===== config.mk =====
export PLATFORM = sky130hd
export DESIGN_NAME = sqge_mac
export DESIGN_NICKNAME = d
export VERILOG_FILES = /design/src/sqge_pkg.sv /design/src/sqge_mac.sv
export SDC_FILE = /design/constraint.sdc
export NUM_CORES = 1
export LEC_CHECK = 0
export BUFFER_PORTS_ARGS = -buffer_cell sky130_fd_sc_hd__buf_2
export CAP_MARGIN = 20
export CORE_ASPECT_RATIO = 2
export CORE_UTILIZATION = 30
export DETAILED_ROUTE_END_ITERATION = 10
export SLEW_MARGIN = 20
export SYNTH_ARGS = -nofsm -noshare
export SYNTH_HDL_FRONTEND = slang
export SYNTH_SLANG_ARGS = --single-unit

===== constraint.sdc =====
create_clock -name clk -period 12.8 [get_ports clk]
set_input_delay 0.64 -clock clk [delete_from_list [all_inputs] [get_ports clk]]
set_output_delay 0.64 -clock clk [all_outputs]
set_load 0.005 [all_outputs]

===== src/sqge_pkg.sv =====
// ----------------------------------------------------------------------------
// Statevector gate engine package
// Shared widths, codes and the fixed-point rounding helper.
// ----------------------------------------------------------------------------
package sqge_pkg;

    localparam int QUBITS    = 10;
    localparam int AMP_BITS  = 16;
    localparam int FRAC_BITS = AMP_BITS - 1;
    localparam int DEPTH     = 1 << QUBITS;
    localparam int ADDR_W    = QUBITS;
    localparam int QCNT_W    = 4;
    localparam int PROD_W    = 2 * AMP_BITS;
    localparam int ACC_W     = PROD_W + 3;

    localparam logic [1:0] ACT_INIT = 2'd0;
    localparam logic [1:0] ACT_GATE = 2'd1;
    localparam logic [1:0] ACT_READ = 2'd2;

    localparam logic signed [AMP_BITS-1:0] AMP_MAX = {1'b0, {(AMP_BITS-1){1'b1}}};
    localparam logic signed [AMP_BITS-1:0] AMP_MIN = {1'b1, {(AMP_BITS-1){1'b0}}};

    function automatic logic signed [AMP_BITS-1:0] round_sat(
        input logic signed [ACC_W-1:0] acc
    );
        logic signed [ACC_W-1:0] r;
        begin
            r = (acc + (ACC_W'(1) <<< (FRAC_BITS - 1))) >>> FRAC_BITS;
            if (r > ACC_W'(AMP_MAX))
                round_sat = AMP_MAX;
            else if (r < ACC_W'(AMP_MIN))
                round_sat = AMP_MIN;
            else
                round_sat = r[AMP_BITS-1:0];
        end
    endfunction

endpackage


===== src/sqge_mac.sv =====
// ----------------------------------------------------------------------------
// Statevector gate engine multiply-accumulate unit
// One signed 16x16 multiplier with a registered product and an accumulator.
// ----------------------------------------------------------------------------
module sqge_mac
    import sqge_pkg::*;
(
    input  logic                       clk,
    input  logic                       rst_n,
    input  logic                       clr,
    input  logic                       en,
    input  logic                       neg,
    input  logic signed [AMP_BITS-1:0] a,
    input  logic signed [AMP_BITS-1:0] b,
    output logic signed [ACC_W-1:0]    acc
);

    logic signed [PROD_W-1:0] prod_reg;
    logic                     neg_reg;
    logic                     en_reg;
    logic                     clr_reg;
    logic signed [ACC_W-1:0]  acc_reg;
    logic signed [ACC_W-1:0]  term;
    logic signed [ACC_W-1:0]  base;

    assign term = neg_reg ? -ACC_W'(prod_reg) : ACC_W'(prod_reg);
    assign base = clr_reg ? '0 : acc_reg;
    assign acc  = acc_reg;

    always_ff @(posedge clk or negedge rst_n)
    begin
        if (!rst_n)
        begin
            en_reg  <= 1'b0;
            clr_reg <= 1'b0;
            acc_reg <= '0;
        end
        else
        begin
            en_reg  <= en;
            clr_reg <= clr;
            if (en_reg)
                acc_reg <= base + term;
        end
    end

    always_ff @(posedge clk)
    begin
        prod_reg <= a * b;
        neg_reg  <= neg;
    end

endmodule


==> results.toml <==
[floorplan]
initial_core_util_pct = 30.45
io_pins = 72
die_area_um2 = 49160
number_of_placement_rows = 113
dieWidth_um = 157.3
die_height_um = 312.6
placeableCoreArea_um2 = 47510

[synth]
synth_adder_area_share_pct = 46.51
synth_simple_gate_area_share_pct = 16.04
synth_warnings = 0
synth-compound-area-share_pct = 9.791
syn-mean-instance-area_um2 = 9.093
post_synth_num_cell_types = 64
number_of_flops_mapped_to_enable_cells_by_yosys = 0
main_combinational_cell_family_by_area_after_synthesis = "adder cells"
fraction_of_registers_with_async_set_or_reset_after_synthesis_pct = 52.86
synthMuxAreaShare_pct = 1.695
post_syn_nets = 2008
synthCells = 1591
seq_area_frac_synth_pct = 10.97
synth_register_bits = 70
synth.cell_area_um2 = 14470
top_ff_cell_synth = "sky130_fd_sc_hd__dfrtp_1"
synth-xor-area-share_pct = 5.388

[timing]
setup_viol_count_final = 0
post_route_worst_setup_slack_ps = 6106
fin_tns_setup_ps = 0
finClkSkew_ps = 13.66
timing.slew.headroom_pct = 36.72
fin_crit_ps = 6694
share_of_the_clock_period_used_by_the_worst_path_pct = 52.29
tightest_slew_ps = 949.2
finalMaxSlewViolations = 0
fmax_mhz = 149.4
rsz0062_at_grt = "no"
report.final.hold_viol_count = 0

[detailed_routing]
post_drt_via_cell_ratio = 4.831
totalWireLength_um = 41940
drt.antenna.violating_nets = 0
route.detailed.wl_per_inst_um = 18.51
post-route-drc-count = 0
drt-initial-drc-count = 474
detailroute.via_count = 10950
drt_pass1_iterations = 5

[clock_tree]
tritoncts = "built"
ctsLongestPathBuffers = 2
clk-insertion-delay-late_ps = 360
clk_transition_reported_paths_ps = 60
clock_tree.htree_level_count = 3
postCtsResizedCells = 0
cts.repair_timing.setup_buffer_count = 0
cts_inserted_buffers = 9
clock_sinks = 70
cts_hold_buf = 0
clock-root-buffer = "sky130_fd_sc_hd__clkbuf_16"

[worst_setup_path]
crit_arrival_ps = 6970
timing.critical_path.to_type = "register"
cp.required_ps = 13080
crit_path_max_fanout = 16
setup.worst_path.class = "in2reg"
timing.critical_path.from_type = "primary input"

[global_route]
grt_remaining_overflow = 0
global_route_wire_length_before_repair_um = 66280
grt_antenna_before_repair = 1
pin_count_of_the_biggest_net_entering_global_routing = 39
first_global_vias = 12410
grt_usage_pct = 18.19

[run]
max-cap-violations = 0

[placed_design]
place_ws_ps = 5783
detailed_place_hpwl_um = 35020
buffer_ports.inserted = 71
gp_congestion = 0.9444

[final_layout]
final_net_count = 2046
drive_gt1_share_pct = 7.895
number_of_flip_flops_in_the_largest_register = 35
multi_input_comb_area_um2 = 11490
antenna_cells = 0
syn2layout_area_growth_pct = 9.125
final.fill_count = 4970
area.sequential_um2 = 1587

[min_path]
hold_path.class = "in2reg"

[outcome]
outcome = "finished clean"
-- through the flow --
step	util (%)	hold WS, ps	area [um2]	instances
global placement	32.55	479.6	15460	2250
CTS	33.23	372.0	15790	2266
global route	33.23	378.2	15790	2266
detailed placement	32.55	494.2	15460	2250
floorplan	-	344.4	14470	1591
finish	33.23	389.7	15790	2266
-- metal layers --
metal / up-vias / global-route usage [%] / wire length, um
li1: 5054 / - / -
met1: 5494 / 15.61 / 13050
met2: 263 / 36.67 / 24200
met3: 133 / 1.428 / 896
met4: 2 / 14.70 / 3777
met5: - / 0 / 13
-- critical path, stage by stage --
cell	delay [ps]
sky130_fd_sc_hd__buf_2	210
sky130_fd_sc_hd__and2_1	230
sky130_fd_sc_hd__fa_1	540
sky130_fd_sc_hd__inv_1	50
sky130_fd_sc_hd__fa_1	460
sky130_fd_sc_hd__fa_1	500
sky130_fd_sc_hd__fa_1	550
sky130_fd_sc_hd__inv_1	50
sky130_fd_sc_hd__fa_1	470
sky130_fd_sc_hd__inv_1	50
sky130_fd_sc_hd__fa_1	470
sky130_fd_sc_hd__inv_1	60
sky130_fd_sc_hd__ha_1	350
sky130_fd_sc_hd__and4_1	210
sky130_fd_sc_hd__a21o_1	180
sky130_fd_sc_hd__a211oi_1	380
sky130_fd_sc_hd__a21oi_1	130
sky130_fd_sc_hd__a211o_1	330
sky130_fd_sc_hd__a311oi_1	510
sky130_fd_sc_hd__o311ai_0	250
sky130_fd_sc_hd__a21oi_1	210
sky130_fd_sc_hd__xnor2_1	140
-- layout by cell type (no fill, tap or decap), drive strengths merged, types with 9 or more instances in the layout --
cell type	n
nand2	162
fa	263
a21oi	53
clkbuf	10
mux2	20
o21ai	44
a211oi	11
nand3	10
o31ai	13
nor2b	40
inv	326
ha	117
xnor2	69
nand2b	9
o21bai	12
dfrtp	37
dfxtp	33
nor2	44
buf	75
and2	124
a21o	20
xor2	20
or3	12
a211o	9
-- worst paths after layout --
check                               end  slack (ps)         from  cells after the start
max in group asynchronous        acc[4]       11770        rst_n                      1
setup / recovery           prod_reg[30]        6110         a[7]                     22
setup reg to reg                acc[30]        7640  prod_reg[6]                     16
hold reg to reg                 acc[33]         500      acc[33]                      2
min in group asynchronous       acc[34]         420        rst_n                      1
hold / removal                  neg_reg         390          neg                      1
-- synthesized netlist by cell type (all sizes together) (5+ instances only) --
cell type	count	area, um2
nand2	162	608.1
nand4	7	43.79
nand2b	9	56.30
nor2b	40	250.2
and2	124	775.7
o31ai	13	97.59
or3	12	81.33
or4	5	48.79
a211o	9	78.83
xnor2	69	604.3
nor3	8	40.04
nor4	5	31.28
dfrtp	37	925.9
and3	7	43.79
nand3	10	50.05
inv	322	1209
o211ai	6	45.04
fa	263	5265
ha	117	1464
a211oi	11	82.58
a31oi	7	43.79
xor2	20	175.2
clkbuf	47	176.4
a21o	20	150.1
nor2	44	167.7
o21bai	12	90.09
o21a	7	52.55
dfxtp	33	660.6
a21oi	53	276.5
o21ai	44	220.2
mux2	20	225.2
-- cell families (layout without fill, tap and decap cells) --
group / after synthesis / after routing
buf+inv: 370 / 413
simple gates: 448 / 448
xor+xnor: 89 / 89
compound gates: 212 / 212
flops: 70 / 70
mux: 22 / 22
fa+ha+maj: 380 / 380
-- layout make-up --
class                   instances  area share [%]
clock buffers                  10           1.585
clock inverters                 6          0.4676
inverters                     322           7.656
multi-input cells            1151           72.79
flip-flops and latches         70           10.05
well taps                     632           5.009
repair buffers                 75           2.441
Power is not shown: default switching activity piles up to over one toggle a cycle in this logic, so the estimate is an artifact.
